--- src/rtl/wsr_pkg.sv ---
`timescale 1ns / 1ps
`default_nettype none
// ----------------------------------------------------------------------------
// wsr_pkg
// Shared types and constants for the frame receiver: result codes, parser
// phases and the result record that travels from the parser to the output
// register.
// ----------------------------------------------------------------------------
package wsr_pkg;

   localparam int BYTE_W    = 8;
   localparam int KIND_W    = 2;
   localparam int LENGTH_W  = 64;
   localparam int FIELD_W   = 3;
   localparam int KEY_BYTES = 4;
   localparam int KEY_IDX_W = $clog2(KEY_BYTES);

   localparam logic [KIND_W-1:0] KIND_DATA = 2'd0;
   localparam logic [KIND_W-1:0] KIND_DROP = 2'd1;
   localparam logic [KIND_W-1:0] KIND_ZERO = 2'd2;

   localparam logic [3:0] OPCODE_MASK = 4'hf;
   localparam logic [3:0] OPCODE_TEXT = 4'h1;
   localparam logic [6:0] LEN7_MASK   = 7'h7f;
   localparam logic [6:0] LEN7_EXT16  = 7'd126;
   localparam logic [6:0] LEN7_EXT64  = 7'd127;

   localparam logic [FIELD_W-1:0] EXT16_BYTES = 3'd2;

   typedef enum logic [6:0] {
      PH_HDR0    = 7'b0000001,
      PH_HDR1    = 7'b0000010,
      PH_DROP1   = 7'b0000100,
      PH_EXT16   = 7'b0001000,
      PH_EXT64   = 7'b0010000,
      PH_KEY     = 7'b0100000,
      PH_PAYLOAD = 7'b1000000
   } phase_type;

   typedef struct packed {
      logic              valid;
      logic [KIND_W-1:0] kind;
      logic [BYTE_W-1:0] data;
      logic              last;
      logic              fin_bit;
   } result_type;

endpackage
`default_nettype wire

--- src/rtl/wsr_channels.sv ---
`timescale 1ns / 1ps
`default_nettype none
// ----------------------------------------------------------------------------
// wsr channels
// Valid/ready channels for received bytes and for parser results.
// ----------------------------------------------------------------------------
interface wsr_req_if
   import wsr_pkg::*;
   ();
   logic              valid;
   logic              ready;
   logic [BYTE_W-1:0] rx_byte;

   modport source (output valid, output rx_byte, input ready);
   modport sink   (input valid, input rx_byte, output ready);
endinterface

interface wsr_rsp_if
   import wsr_pkg::*;
   ();
   logic              valid;
   logic              ready;
   logic [KIND_W-1:0] kind;
   logic [BYTE_W-1:0] data;
   logic              last;
   logic              fin_bit;

   modport source (output valid, output kind, output data, output last,
                   output fin_bit, input ready);
   modport sink   (input valid, input kind, input data, input last,
                   input fin_bit, output ready);
endinterface
`default_nettype wire

--- src/rtl/wsr_in_stage.sv ---
`timescale 1ns / 1ps
`default_nettype none
// ----------------------------------------------------------------------------
// wsr_in_stage
// Input register: captures one received byte and holds it until the parser
// consumes it.
// ----------------------------------------------------------------------------
module wsr_in_stage
   import wsr_pkg::*;
(
   input  wire logic              clock,
   input  wire logic              reset,
   input  wire logic              req_valid,
   output logic                   req_ready,
   input  wire logic [BYTE_W-1:0] req_byte,
   input  wire logic              consume,
   output logic                   in_valid,
   output logic [BYTE_W-1:0]      in_byte
);

   logic              valid_ff, valid_in;
   logic [BYTE_W-1:0] byte_ff, byte_in;
   logic              take;

   assign req_ready = !valid_ff || consume;
   assign take      = req_valid && req_ready;

   always_comb begin
      valid_in = valid_ff;
      byte_in  = byte_ff;
      if (take) begin
         valid_in = 1'b1;
         byte_in  = req_byte;
      end else if (consume) begin
         valid_in = 1'b0;
      end
   end

   always_ff @(posedge clock) begin
      if (reset) begin
         valid_ff <= 1'b0;
      end else begin
         valid_ff <= valid_in;
      end
      byte_ff <= byte_in;
   end

   assign in_valid = valid_ff;
   assign in_byte  = byte_ff;

endmodule
`default_nettype wire

--- src/rtl/wsr_parser.sv ---
`timescale 1ns / 1ps
`default_nettype none
// ----------------------------------------------------------------------------
// wsr_parser
// Frame header parser and payload unmasking. Holds the frame state and
// advances it by one byte per consumed transaction.
// ----------------------------------------------------------------------------
module wsr_parser
   import wsr_pkg::*;
(
   input  wire logic              clock,
   input  wire logic              reset,
   input  wire logic              in_valid,
   input  wire logic [BYTE_W-1:0] in_byte,
   input  wire logic              out_ready,
   output logic                   consume,
   output result_type             result
);

   phase_type                phase_ff, phase_in;
   logic                     fin_ff, fin_in;
   logic                     masked_ff, masked_in;
   logic [LENGTH_W-1:0]      length_ff, length_in;
   logic [FIELD_W-1:0]       field_ff, field_in;
   logic [KEY_IDX_W-1:0]     pidx_ff, pidx_in;
   logic [BYTE_W-1:0]        key_ff [KEY_BYTES];
   logic [BYTE_W-1:0]        key_in [KEY_BYTES];

   logic [LENGTH_W-1:0]      shifted;
   logic [FIELD_W-1:0]       field_inc;
   logic                     length_known;
   logic [LENGTH_W-1:0]      known_length;
   logic                     known_masked;

   assign consume   = in_valid && out_ready;
   assign shifted   = {length_ff[LENGTH_W-BYTE_W-1:0], in_byte};
   assign field_inc = field_ff + FIELD_W'(1);

   always_comb begin
      phase_in     = phase_ff;
      fin_in       = fin_ff;
      masked_in    = masked_ff;
      length_in    = length_ff;
      field_in     = field_ff;
      pidx_in      = pidx_ff;
      key_in       = key_ff;
      result       = '0;
      length_known = 1'b0;
      known_length = '0;
      known_masked = masked_ff;

      unique case (phase_ff)
         PH_HDR1: begin
            masked_in    = in_byte[7];
            known_masked = in_byte[7];
            field_in     = '0;
            length_in    = '0;
            if ((in_byte[6:0] & LEN7_MASK) == LEN7_EXT16) begin
               phase_in = PH_EXT16;
            end else if ((in_byte[6:0] & LEN7_MASK) == LEN7_EXT64) begin
               phase_in = PH_EXT64;
            end else begin
               length_in    = LENGTH_W'(in_byte[6:0]);
               known_length = LENGTH_W'(in_byte[6:0]);
               length_known = 1'b1;
            end
         end
         PH_DROP1: begin
            phase_in       = PH_HDR0;
            result.valid   = 1'b1;
            result.kind    = KIND_DROP;
            result.fin_bit = fin_ff;
         end
         PH_EXT16, PH_EXT64: begin
            length_in = shifted;
            field_in  = field_inc;
            if ((phase_ff == PH_EXT16 && field_inc == EXT16_BYTES) ||
                (phase_ff == PH_EXT64 && field_inc == '0)) begin
               known_length = shifted;
               length_known = 1'b1;
            end
         end
         PH_KEY: begin
            key_in[field_ff[KEY_IDX_W-1:0]] = in_byte;
            field_in = field_inc;
            if (field_inc[KEY_IDX_W]) begin
               field_in = '0;
               pidx_in  = '0;
               phase_in = PH_PAYLOAD;
            end
         end
         PH_PAYLOAD: begin
            result.valid   = 1'b1;
            result.kind    = KIND_DATA;
            result.data    = masked_ff ? (in_byte ^ key_ff[pidx_ff]) : in_byte;
            result.last    = (length_ff == LENGTH_W'(1));
            result.fin_bit = fin_ff;
            pidx_in        = pidx_ff + KEY_IDX_W'(1);
            length_in      = length_ff - LENGTH_W'(1);
            if (result.last) begin
               phase_in = PH_HDR0;
            end
         end
         default: begin
            fin_in   = in_byte[7];
            phase_in = ((in_byte[3:0] & OPCODE_MASK) == OPCODE_TEXT) ? PH_HDR1 : PH_DROP1;
         end
      endcase

      if (length_known) begin
         if (known_length == '0) begin
            phase_in       = PH_HDR0;
            result.valid   = 1'b1;
            result.kind    = KIND_ZERO;
            result.fin_bit = fin_ff;
         end else begin
            field_in = '0;
            pidx_in  = '0;
            phase_in = known_masked ? PH_KEY : PH_PAYLOAD;
         end
      end
   end

   always_ff @(posedge clock) begin
      if (reset) begin
         phase_ff  <= PH_HDR0;
         fin_ff    <= 1'b0;
         masked_ff <= 1'b0;
         length_ff <= '0;
         field_ff  <= '0;
         pidx_ff   <= '0;
         key_ff    <= '{default: '0};
      end else if (consume) begin
         phase_ff  <= phase_in;
         fin_ff    <= fin_in;
         masked_ff <= masked_in;
         length_ff <= length_in;
         field_ff  <= field_in;
         pidx_ff   <= pidx_in;
         key_ff    <= key_in;
      end
   end

endmodule
`default_nettype wire

--- src/rtl/wsr_out_stage.sv ---
`timescale 1ns / 1ps
`default_nettype none
// ----------------------------------------------------------------------------
// wsr_out_stage
// Result register: holds one result until the consumer takes it.
// ----------------------------------------------------------------------------
module wsr_out_stage
   import wsr_pkg::*;
(
   input  wire logic       clock,
   input  wire logic       reset,
   input  wire result_type result,
   input  wire logic       load,
   output logic            out_ready,
   wsr_rsp_if.source       rsp_ch
);

   logic       valid_ff, valid_in;
   result_type hold_ff, hold_in;

   assign out_ready = !valid_ff || rsp_ch.ready;

   always_comb begin
      valid_in = valid_ff;
      hold_in  = hold_ff;
      if (out_ready) begin
         valid_in = load && result.valid;
         hold_in  = result;
      end
   end

   always_ff @(posedge clock) begin
      if (reset) begin
         valid_ff <= 1'b0;
      end else begin
         valid_ff <= valid_in;
      end
      hold_ff <= hold_in;
   end

   assign rsp_ch.valid   = valid_ff;
   assign rsp_ch.kind    = hold_ff.kind;
   assign rsp_ch.data    = hold_ff.data;
   assign rsp_ch.last    = hold_ff.last;
   assign rsp_ch.fin_bit = hold_ff.fin_bit;

endmodule
`default_nettype wire

--- src/rtl/websocket_frame_receiver_core.sv ---
`timescale 1ns / 1ps
`default_nettype none
// ----------------------------------------------------------------------------
// websocket_frame_receiver_core
// Byte-serial deframer for masked and unmasked text frames.
//
//   channel   direction  payload
//   req_ch    in         rx_byte
//   rsp_ch    out        kind, data, last, fin_bit
//
// One byte per cycle sustained while rsp_ch does not stall; an accepted byte
// goes into the input register, then through the parser into the result
// register, where its result becomes valid.
// Header, length and key bytes give no result unless a drop or zero-length
// report is due. Reset is synchronous and returns the parser to the first
// header byte. A stall on rsp_ch holds the parser state and the input
// register; req_ch.ready falls once both are full.
// ----------------------------------------------------------------------------
module websocket_frame_receiver_core
   import wsr_pkg::*;
(
   input  wire logic clock,
   input  wire logic reset,
   wsr_req_if.sink   req_ch,
   wsr_rsp_if.source rsp_ch
);

   logic              consume;
   logic              in_valid;
   logic [BYTE_W-1:0] in_byte;
   logic              out_ready;
   result_type        result;

   wsr_in_stage u_in_stage (
      .clock     (clock),
      .reset     (reset),
      .req_valid (req_ch.valid),
      .req_ready (req_ch.ready),
      .req_byte  (req_ch.rx_byte),
      .consume   (consume),
      .in_valid  (in_valid),
      .in_byte   (in_byte)
   );

   wsr_parser u_parser (
      .clock     (clock),
      .reset     (reset),
      .in_valid  (in_valid),
      .in_byte   (in_byte),
      .out_ready (out_ready),
      .consume   (consume),
      .result    (result)
   );

   wsr_out_stage u_out_stage (
      .clock     (clock),
      .reset     (reset),
      .result    (result),
      .load      (consume),
      .out_ready (out_ready),
      .rsp_ch    (rsp_ch)
   );

endmodule
`default_nettype wire

--- src/flat_wrapper.sv ---
// flat-port wrapper written by rule: the top's interface ports become plain ports
module websocket_frame_receiver_core_flat import wsr_pkg::*;
  (clock, reset, req_ch_valid, req_ch_rx_byte, req_ch_ready, rsp_ch_valid, rsp_ch_kind, rsp_ch_data, rsp_ch_last, rsp_ch_fin_bit, rsp_ch_ready);
  wsr_req_if req_ch_i ();
  wsr_rsp_if rsp_ch_i ();
  input  wire logic clock;
  input  wire logic reset;
  input wire logic [$bits(req_ch_i.valid)-1:0] req_ch_valid;
  input wire logic [$bits(req_ch_i.rx_byte)-1:0] req_ch_rx_byte;
  output wire logic [$bits(req_ch_i.ready)-1:0] req_ch_ready;
  output wire logic [$bits(rsp_ch_i.valid)-1:0] rsp_ch_valid;
  output wire logic [$bits(rsp_ch_i.kind)-1:0] rsp_ch_kind;
  output wire logic [$bits(rsp_ch_i.data)-1:0] rsp_ch_data;
  output wire logic [$bits(rsp_ch_i.last)-1:0] rsp_ch_last;
  output wire logic [$bits(rsp_ch_i.fin_bit)-1:0] rsp_ch_fin_bit;
  input wire logic [$bits(rsp_ch_i.ready)-1:0] rsp_ch_ready;
  assign req_ch_i.valid = req_ch_valid;
  assign req_ch_i.rx_byte = req_ch_rx_byte;
  assign req_ch_ready = req_ch_i.ready;
  assign rsp_ch_valid = rsp_ch_i.valid;
  assign rsp_ch_kind = rsp_ch_i.kind;
  assign rsp_ch_data = rsp_ch_i.data;
  assign rsp_ch_last = rsp_ch_i.last;
  assign rsp_ch_fin_bit = rsp_ch_i.fin_bit;
  assign rsp_ch_i.ready = rsp_ch_ready;
  websocket_frame_receiver_core u_core (.clock(clock), .reset(reset), .req_ch(req_ch_i), .rsp_ch(rsp_ch_i));
endmodule
--- config.mk ---
export PLATFORM = sky130hd
export DESIGN_NAME = websocket_frame_receiver_core_flat
export DESIGN_NICKNAME = d
export VERILOG_FILES = /design/src/rtl/wsr_pkg.sv /design/src/rtl/wsr_channels.sv /design/src/rtl/wsr_in_stage.sv /design/src/rtl/wsr_parser.sv /design/src/rtl/wsr_out_stage.sv /design/src/rtl/websocket_frame_receiver_core.sv /design/src/flat_wrapper.sv
export SDC_FILE = /design/constraint.sdc
export NUM_CORES = 1
export LEC_CHECK = 0
export BUFFER_PORTS_ARGS = -buffer_cell sky130_fd_sc_hd__buf_4
export CORE_MARGIN = 2
export CORE_UTILIZATION = 67
export DETAILED_ROUTE_END_ITERATION = 12
export GPL_ROUTABILITY_DRIVEN = 0
export MAX_ROUTING_LAYER = met4
export PLACE_DENSITY_LB_ADDON = 0.25
export SETUP_SLACK_MARGIN = 0.2
export SLEW_MARGIN = 10
export SYNTH_ARGS = -nofsm -noshare
export SYNTH_HDL_FRONTEND = slang
export SYNTH_SLANG_ARGS = --single-unit
--- constraint.sdc ---
create_clock -name clock -period 6.25 [get_ports clock]
set_input_delay 1.25 -clock clock [delete_from_list [all_inputs] [get_ports clock]]
set_output_delay 1.25 -clock clock [all_outputs]
set_load 0.01 [all_outputs]
Word-level counts from Yosys, hierarchy flattened
Index checks and enable logic that the tools add are counted.
{"block": "totals", "input_bits": 12, "elab_cells": 106, "output_inout_bits": 14, "reg_bits": 132}
{"block": "op_classes", "add_sub_neg": 3, "n_eq_ne": 15, "magnitude_cmp": 3, "mux": 42, "reduce_logical": 22, "n_bitwise": 4}
{"cell": "$pmux W64 S3", "n": 1}
{"cell": "$mux W64", "n": 2}
{"cell": "$pmux W64 S2", "n": 1}
{"cell": "$eq A64 B1 Y1 const B", "n": 1}
{"cell": "$logic_not A64 Y1", "n": 1}
{"cell": "$sub A64 B1 Y64 const B", "n": 1}
{"cell": "$mux W7", "n": 8}
{"cell": "$pmux W7 S5", "n": 1}
{"cell": "$bwmux W32", "n": 1}
{"cell": "$mux W8", "n": 4}
{"cell": "$eq A7 B7 Y1 const B", "n": 3}
{"cell": "$bmux W8 S2", "n": 1}
{"cell": "$demux W8 S2", "n": 1}
{"cell": "$mux W3", "n": 5}
{"cell": "$mux W1", "n": 9}
{"cell": "$pmux W3 S3", "n": 1}
{"cell": "$mux W2", "n": 4}
{"cell": "$xor A8 B8 Y8", "n": 1}
{"cell": "$eq A7 B2 Y1 const B", "n": 1}
{"cell": "$eq A7 B3 Y1 const B", "n": 1}
{"cell": "$eq A7 B4 Y1 const B", "n": 1}
{"cell": "$eq A7 B5 Y1 const B", "n": 1}
{"cell": "$eq A7 B6 Y1 const B", "n": 1}
{"cell": "$ge A3 B3 Y1 const B", "n": 2}
{"cell": "other kinds (23)", "n": 36}

Logic depth before layout (Yosys ltp)
Gate-level depths: netlist of run 1.
{"block": "logic_depth", "depth_word": 10, "depth_mapped": 10, "mapped_depth_nobuf": 8}

By module
A second synthesis of run 1 with hierarchy kept.
{"block": "unflattened", "cells_unflattened": 890, "hier_area_um2": 7277.0}
{"mod": "wsr_parser", "n_inst": 1, "cells_each": 861, "area_each_um2": 6575.1, "seq_area_each_um2": 2202.1}
{"mod": "wsr_out_stage", "n_inst": 1, "cells_each": 16, "area_each_um2": 406.6, "seq_area_each_um2": 380.4}
{"mod": "wsr_in_stage", "n_inst": 1, "cells_each": 13, "area_each_um2": 295.3, "seq_area_each_um2": 260.2}

Least setup slack after synthesis of run 1
OpenSTA, ideal clock, no wires.
{"block": "synth_timing", "path_kind": "input to register", "from": "in rsp_ch_ready", "to": "reg u_core.u_parser.length_ff[24]", "cell_stages": 9, "setup_slack_ns": 3.226, "path_buffers": 2, "setup_ns": 0.128, "arrival_time_ns": 2.896, "required_time_ns": 6.122, "cell_sequence": "nor2b_1 inv_1 nand2_1 a31oi_1 clkbuf_1 clkbuf_1 o21ai_0 a22oi_1 nor2_1"}
{"block": "synth_via", "elab_chain_cells": 3}
{"item": "start: declaration", "line_no": "flat_wrapper.sv:16", "rtl": "input wire logic [$bits(rsp_ch_i.ready)-1:0] rsp_ch_ready;"}
{"item": "$logic_or A1 B1 Y1", "line_no": "wsr_out_stage.sv:21", "rtl": "assign out_ready = !valid_ff || rsp_ch.ready;"}
{"item": "net u_core.out_ready", "line_no": "websocket_frame_receiver_core.sv:31", "rtl": "logic out_ready;"}
{"item": "$logic_and A1 B1 Y1", "line_no": "wsr_parser.sv:35", "rtl": "assign consume = in_valid && out_ready;"}
{"item": "$reduce_and A2 Y1 (no line)"}
{"item": "end signal: assignment", "line_no": "wsr_parser.sv:137", "rtl": "length_ff <= length_in;"}
{"item": "end: declaration", "line_no": "wsr_parser.sv:23", "rtl": "logic [LENGTH_W-1:0] length_ff, length_in;"}
The timed path passes the listed nets, and every way through them passes these cells.
A chain may end at the register's enable or synchronous reset.

Worst setup path in the final report of run 1
{"block": "layout_timing", "from": "in rsp_ch_ready", "to": "reg u_core.u_parser.length_ff[62]"}
Same word-level chain as after synthesis.

==> metrics.md, run 1 <==
| Metric | Value |
|---|---|
| Flops & latches, synth | about 130 |
| Vias in the first global route | around 7100 |
| Mapped Nets | roughly 930 |
| DP HPWL | 14.0 mm |
| Clock slew seen by the registers of the worst setup and hold paths | 0.06 ns |
| Num ports | 26 |
| DRC viols | 0 |
| Post-synth EDFFs | 20 |
| Vias per inst | 7.33 |
| CTS hold repair buffers | 0 |
| RSZ-0062 raised after global routing | false |
| Final Setup Violations | 0 |
| Die X | ~110 um |
| R2R Path End | u_core.u_parser.phase_ff[6]$_SDFFE_PP0P_ |
| Final #Nets | a little over 900 |
| Layout Area Growth over Synthesis | 10.3% |
| Syn_area_per_cell | between 8 and 9 um2 |
| Synth top area share | 0.306 |
| Synth area leaders | dfxtp_1 31%, edfxtp_1 8.2%, a21oi_1 6.3%, nand2_1 5.2%, nor2_1 4.1% |
| Root Driver | clkbuf_8 |
| Via count | about 7700 |
| Die H | about 110 um |
| Wire per inst | 21.0 um |
| Adder-cell share of the synthesized area | 0.0120 |
| Achievable frequency | ~0.28 GHz |
| Synth cell types | 71 |
| Clock buffer count from CTS | 17 |
| Most frequent cells in the layout | 112 x dfxtp_1, 101 x nand2_1, 92 x a21oi_1 |
| First-pass GRT wire length | approximately 35 mm |
| Commonest non-fill, non-tap cell in the layout | dfxtp_1 |
| Largest family of logic cells by synthesized area | simple AND/OR/NAND/NOR gates |
| Share of cells above drive strength 1 | 0.104 |
| Final worst path period need | 3.56 ns |
| Setup CP Type | in -> reg |
| Clk_lat worst skew | 0.54 ns |
| Final WL | around 22 mm |
| Post CTS Setup Buffer Count | 0 |
| Top FF cell, synth | dfxtp_1 |
| Min-delay src | u_core.u_parser.key_ff[7]$_SDFFE_PP0P_ |
| Pwr dens | approximately 240 mW/mm2 |
| Post-DP Area | 0.00751 mm2 |
| Worst setup margin | between 2 and 3 ns |
| Simple-gate portion of the synthesized area | 0.276 |
| Pleak | ~2.9 nW |
| Mapped cell area | 0.00732 mm2 |
| Nature of the critical path startpoint | primary input |
| R2R Setup Slk | approximately 2.8 ns |
| RR Startpoint | u_core.u_parser.field_ff[0]$_SDFFE_PP0P_ |
| Design area | 0.00807 mm2 |
| Iteration-0 DRC Markers | approximately 1300 |
| Outcome | complete, no violations |
| Hold Path Depth | 2 |
| Remaining global-route overflow | 0 |
| Largest net degree at the start of global routing | roughly 70 |
| Area leader, netlist | dfxtp_1 |
| Antenna-violating nets left | 0 |
| Row count | 38 |
| Post-synthesis mux area share | 0.0400 |
| Hold slack | roughly 0.46 ns |
| Die Area | roughly 0.012 mm2 |
| Ant. Diodes | 0 |
| Total Power | around 1.9 mW |
| Dpl ws | between 2 and 2.5 ns |
| Clock Skews | about 0.0083 ns |
| XOR/XNOR Fraction of Synth Area | 0.0144 |
| Worst slew margin | 0.278 |
| Final period util | 0.570 |
| Clk sinks | 132 |
| Post-cts resize count | 0 |
| Critical path peak fanout | 24 |
| Final Hold Vio Count | 0 |
| Max cap viols | 0 |
| Core ar. | 0.0107 mm2 |
| Synthesis Warnings | 0 |
| Slew Viols, Final | 0 |
| Setup tns final | 0 ns |
| Port Buffers | 25 |
| Synth Area in Compound Gates | 0.225 |
| Tightest Pin Transition | 1.06 ns |
| Min-delay worst type | reg -> reg |
| GRT Overall Usage | 0.388 |
| Initial DRT Pass Iterations | 7 |
| R2R depth | 7 |
| Worst Path Required | 6.73 ns |
| Synth async-reset ratio | 0 |
| Arrival time worst endpoint | ~4 ns |
| CTS tree | yes |
| # fillers | about 800 |
| Maximum level of the CTS H-tree | 4 |
| Hold EP | u_core.u_parser.key_ff[7]$_SDFFE_PP0P_ |
| VDD IR-drop max | 0.266 mV |
| Critical Path End Type | flop |
| Sequential share of the synthesized area | 0.388 |
| Initial antenna violation count | 0 |
| Initial core utilization | 0.681 |
| CTS max path bufs | 2 |
| Cells after synthesis | between 900 and 1000 |
[critical path: stages]
cell,delay (ns)
buf_4,0.08
nor2b_1,0.05
inv_1,0.42
nand2_1,0.38
a31oi_4,0.75
nand2b_1,0.67
a21oi_1,0.30
a211o_1,0.13
[per-layer routing]
layer | wire [um] | global-route usage
met3 | 2670 | 0.0856
met4 | 1010 | 0.195
met5 | 0 | -
met1 | 8500 | 0.506
met2 | 9800 | 0.568
[how the worst max path moves through the flow]
stage,endpoint,depth (start not counted),slack (ns),start
2_1_floorplan,u_core.u_parser.length_ff[24]$_SDFFE_PP0P_,9,3.23,rsp_ch_ready
3_3_place_gp,u_core.u_parser.length_ff[62]$_SDFFE_PP0P_,8,2.44,rsp_ch_ready
3_5_place_dp,u_core.u_parser.length_ff[53]$_SDFFE_PP0P_,7,2.27,rsp_ch_ready
5_1_grt,u_core.u_parser.length_ff[62]$_SDFFE_PP0P_,8,2.51,rsp_ch_ready
6_report,u_core.u_parser.length_ff[62]$_SDFFE_PP0P_,8,2.69,rsp_ch_ready
4_1_cts,u_core.u_parser.length_ff[53]$_SDFFE_PP0P_,7,2.79,rsp_ch_ready
[cells by family after synthesis]
kind of cell    after synthesis
simple gates                396
compound gates              260
flops                       132
buf+inv                      83
mux                          19
xor+xnor                     12
fa+ha+maj                     7
[power by group]
part / leakage, nW / internal [mW] / switching [mW] / total, mW
clock network: 0.268 / 0.537 / 0.416 / 0.953
logic: 1.47 / 0.0342 / 0.0672 / 0.101
registers: 1.13 / 0.869 / 0.0149 / 0.884
[cell type report]
cell class / count / area, um2 / area share
Clock inverter: 15 / 144 / 0.0178
Tap cell: 140 / 175 / 0.0217
Timing Repair Buffer: 33 / 248 / 0.0307
Multi-Input combinational cell: 694 / 4200 / 0.520
Sequential cell: 132 / 2840 / 0.352
Clock buffer: 17 / 414 / 0.0513
Inverter: 13 / 48.8 / 0.00604
[Yosys cell counts (7+ instances only)]
cell type	n
xor2_1	9
mux2i_1	9
o21ai_1	8
o21ai_0	50
a32oi_1	10
or3_1	12
nand2_1	101
nor4_1	24
nand2b_1	11
and3_1	8
a31oi_1	10
o31ai_1	8
nor2_1	79
mux4_2	8
nand4b_1	7
and2_1	7
ha_1	7
clkbuf_1	62
nand4_1	15
edfxtp_1	20
inv_1	13
a22oi_1	15
a32o_1	11
nand3_1	55
dfxtp_1	112
a21oi_1	92
nor3_1	36
buf_1	7
[per-stage QoR]
step	util	instances
final	0.751	1044
after global routing	0.751	1044
after CTS	0.751	1044
after detailed placement	0.699	1012
after global placement	0.699	1012
after floorplan	-	909
[registers in the layout, indices dropped and copies added, names as in the netlist, 2 cells and up]
name	count
u_core.u_in_stage.in_byte	8
u_core.u_out_stage.rsp_ch.data	8
u_core.u_out_stage.rsp_ch.kind	2
u_core.u_parser.field_ff	3
u_core.u_parser.key_ff	32
u_core.u_parser.length_ff	64
u_core.u_parser.phase_ff	7
u_core.u_parser.pidx_ff	2
(Power assumes the default switching activity.)
==> inputs of run 2 (changes only) <==
- CORE_UTILIZATION: 67 -> 62
- clock period: 6.25 -> 3.45 ns (I/O delays scaled with it)
==> run 2 against run 1 <==
Net effect: utilization shrank 3.3 points; combinational power grew 90%; non-clock buffer count grew 15; die area grew 7.8%; total power grew 84%; sequential share of layout area shrank 0.69 points; clock power grew 86%; cell count grew 1.7%; flip-flop and latch count is the same; critical path depth shrank 2; routed wire length grew 2.1%; first-iteration DRC count shrank 12%; critical path type is now reg -> reg; highest routed layer unchanged.
==> metrics.md, run 2 (synthesis gave the netlist of run 1 again) <==
| Metric | Value |
|---|---|
| Antenna-violating nets left | 0 (unchanged) |
| Utilization after layout | 0.718 (was 0.751) |
| Pwr dens | 433 mW/mm2 (was 240 mW/mm2) |
| Commonest non-fill, non-tap cell in the layout | dfxtp_1 (unchanged) |
| Final Setup Violations | 0 (unchanged) |
| Max incr delay on CP | 0.64 ns (was 0.75 ns) |
| Max cap viols | 0 (unchanged) |
| Achievable frequency | around 0.31 GHz |
| Core ar. | 0.0115 mm2 (was 0.0107 mm2) |
| R2R Setup Slk | 0.26 ns (was 2.77 ns) |
| Vias per inst | 7.18 (was 7.33) |
| Outcome | complete, no violations (unchanged) |
| Switching share of power | 0.251 (was 0.257) |
| Final period util | 0.925 |
| Nature of the critical path startpoint | flop (was primary input) |
| Clock slew seen by the registers of the worst setup and hold paths | 0.06 ns (about the same) |
| Initial DRT Pass Iterations | 6 (was 7) |
| Critical Path End Type | flop (unchanged) |
| CP endpoint | u_core.u_parser.length_ff[55]$_SDFFE_PP0P_ (was u_core.u_parser.length_ff[62]$_SDFFE_PP0P_) |
| R2R depth | 6 (was 7) |
| Clock share of power | 0.497 (was 0.492) |
| Num ports | 26 (unchanged) |
| Iteration-0 DRC Markers | 1143 (was 1295) |
| Die Area | 0.0127 mm2 (was 0.0118 mm2) |
| Seq pwr share | 0.449 (was 0.456) |
| Pleak | 2.96 nW (was 2.87 nW) |
| Row count | 39 (was 38) |
| Clk_lat worst skew | 0.43 ns (was 0.54 ns) |
| # fillers | 888 (was 804) |
| Maximum level of the CTS H-tree | 4 (unchanged) |
| CTS max path bufs | 2 (unchanged) |
| Tightest Pin Transition | 1.04 ns (was 1.06 ns) |
| Clock buffer count from CTS | 17 (unchanged) |
| Critical path peak fanout | 10 (was 24) |
| Worst slew margin | 0.307 (was 0.278) |
| Vias in the first global route | 7350 (was 7077) |
| DRC viols | 0 (unchanged) |
| Comb pwr share | 0.054 (was 0.052) |
| R2R Path End | u_core.u_parser.length_ff[55]$_SDFFE_PP0P_ (was u_core.u_parser.phase_ff[6]$_SDFFE_PP0P_) |
| Hold slack | 0.438 ns (was 0.459 ns) |
| GRT Overall Usage | 0.365 (was 0.388) |
| Final cell count without fillers | 1062 (was 1044) |
| Total Power | 3.57 mW (was 1.94 mW) |
| Final #Nets | 925 (was 910) |
| DP HPWL | 14.6 mm (was 14.0 mm) |
| Most flop-heavy register | u_core.u_parser.length_ff (unchanged) |
| Min-delay worst type | in -> reg (was reg -> reg) |
| Wire per inst | 21.1 um (was 21.0 um) |
| First-pass GRT wire length | 36.4 mm (was 34.8 mm) |
| RR Startpoint | u_core.u_parser.length_ff[2]$_SDFFE_PP0P_ (was u_core.u_parser.field_ff[0]$_SDFFE_PP0P_) |
| RSZ-0062 raised after global routing | false (unchanged) |
| Largest net degree at the start of global routing | 56 (was 69) |
| VDD IR-drop max | 0.680 mV (was 0.266 mV) |
| Die X | 113 um (was 109 um) |
| Max FFs per register | 64 (unchanged) |
| Cell Int Power | 2.67 mW (was 1.44 mW) |
| Share of cells above drive strength 1 | 0.120 (was 0.104) |
| CTS hold repair buffers | 0 (unchanged) |
| Root Driver | clkbuf_16 (was clkbuf_8) |
| CTS tree | yes (unchanged) |
| Die H | 113 um (was 109 um) |
| Final Hold Vio Count | 0 (unchanged) |
| Clk sinks | 132 (unchanged) |
| Clock Skews | 0.00888 ns (was 0.00833 ns) |
| Ant. Diodes | 0 (unchanged) |
| Critical path origin | u_core.u_parser.length_ff[2]$_SDFFE_PP0P_ (was rsp_ch_ready) |
| Via count | 7627 (was 7653) |
| Initial antenna violation count | 0 (unchanged) |
| Initial core utilization | 0.638 (was 0.681) |
| Arrival time worst endpoint | 3.53 ns (was 4.05 ns) |
| Switch Pwr | 896 uW (was 498 uW) |
| Setup tns final | 0 ns (unchanged) |
| Cell chain of the critical path | nor4_2 > and4_1 > nand4_1 > nor3_1 > a22oi_1 > o21ai_0 (was buf_4 > nor2b_1 > inv_1 > nand2_1 > a31oi_4 > nand2b_1 > a21oi_1 > a211o_1) |
| Port Buffers | 25 (unchanged) |
| Crit-path slowest cell | nor4_2 (was a31oi_4) |
| # placed instances | 1030 (was 1012) |
| Final WL | 22.4 mm (was 22.0 mm) |
| Largest regs | u_core.u_parser.length_ff: 64 flops, u_core.u_parser.key_ff: 32 flops (unchanged) |
| Setup CP Type | reg -> reg (was in -> reg) |
| Remaining global-route overflow | 0 (unchanged) |
| Layout Area Growth over Synthesis | 12.5% (was 10.3%) |
| Slew Viols, Final | 0 (unchanged) |
| Most frequent cells in the layout | 112 x dfxtp_1, 101 x nand2_1, 92 x a21oi_1 (unchanged) |
| Final worst path period need | ~3.2 ns |
| Worst Path Required | 3.79 ns (was 6.73 ns) |
run 2: cell types whose count changed in the layout (fill, tap and decap cells not counted), sizes merged:
cell      change
clkinvlp      -1
inv           +3
buf          +15
clkbuf        +1
clkinv        -3
run 2: final cells by class:
type / count / area (um2) / area share
clock buffer: 18 / 439 / 0.0533
clock inverter: 14 / 136 / 0.0166
inverter: 13 / 48.8 / 0.00593
multi-input combinational: 694 / 4200 / 0.510
sequential: 132 / 2840 / 0.345
tap: 143 / 179 / 0.0217
timing repair buffer: 48 / 385 / 0.0468
run 2: stage by stage:
| step | worst slack [ns] | cell area, um2 |
|---|---|---|
| finish | 0.259 | 8230 |
| global route | 0.217 | 8230 |
| CTS | 0.389 | 8230 |
| detailed placement | 0.502 | 7660 |
| global placement | 0.592 | 7660 |
| floorplan | 0.843 | 7320 |
run 2: how the worst min path moves through the flow:
stage	endpoint	start	slack (ns)	cells past startpoint
2_1_floorplan	u_core.u_parser.key_ff[10]$_SDFFE_PP0P_	u_core.u_parser.key_ff[10]$_SDFFE_PP0P_	0.43	2
3_3_place_gp	u_core.u_parser.key_ff[30]$_SDFFE_PP0P_	u_core.u_parser.key_ff[30]$_SDFFE_PP0P_	0.44	2
3_5_place_dp	u_core.u_parser.key_ff[5]$_SDFFE_PP0P_	u_core.u_parser.key_ff[5]$_SDFFE_PP0P_	0.45	2
4_1_cts	u_core.u_in_stage.in_byte[4]$_DFFE_PP_	req_ch_rx_byte[4]	0.43	1
5_1_grt	u_core.u_in_stage.in_byte[1]$_DFFE_PP_	req_ch_rx_byte[1]	0.43	1
6_report	u_core.u_in_stage.in_byte[1]$_DFFE_PP_	req_ch_rx_byte[1]	0.44	1
run 2: critical path: cells and delay by family, from the launching register on:
kind / cells / cell delay [ns]
AOI/OAI and AO/OA: 2 / 0.38
DFF: 1 / 0.37
and+or+nand+nor: 4 / 2.35
run 2: layer usage:
layer	GRT usage	wire [um]	up-vias
met2	0.569	10600	559
met4	0.176	828	0
li1	-	-	3408
met3	0.0837	2370	104
met1	0.448	8600	3556
met5	-	0	-
run 2: power by group through the flow:
stage / logic [mW] / registers (mW) / clock network [mW]
floorplan: 0.135 / 1.61 / 0
global placement: 0.179 / 1.63 / 0
detailed placement: 0.184 / 1.63 / 0
CTS: 0.185 / 1.60 / 1.78
global route: 0.204 / 1.60 / 1.84
finish: 0.192 / 1.60 / 1.77
run 2: what timing repair did:
item | in CTS | in global routing
endpoints found under the setup margin | 0 | 1
endpoints found under the hold margin | 0 | 0
gates resized for setup | 0 | 1
setup buffers | 0 | 0
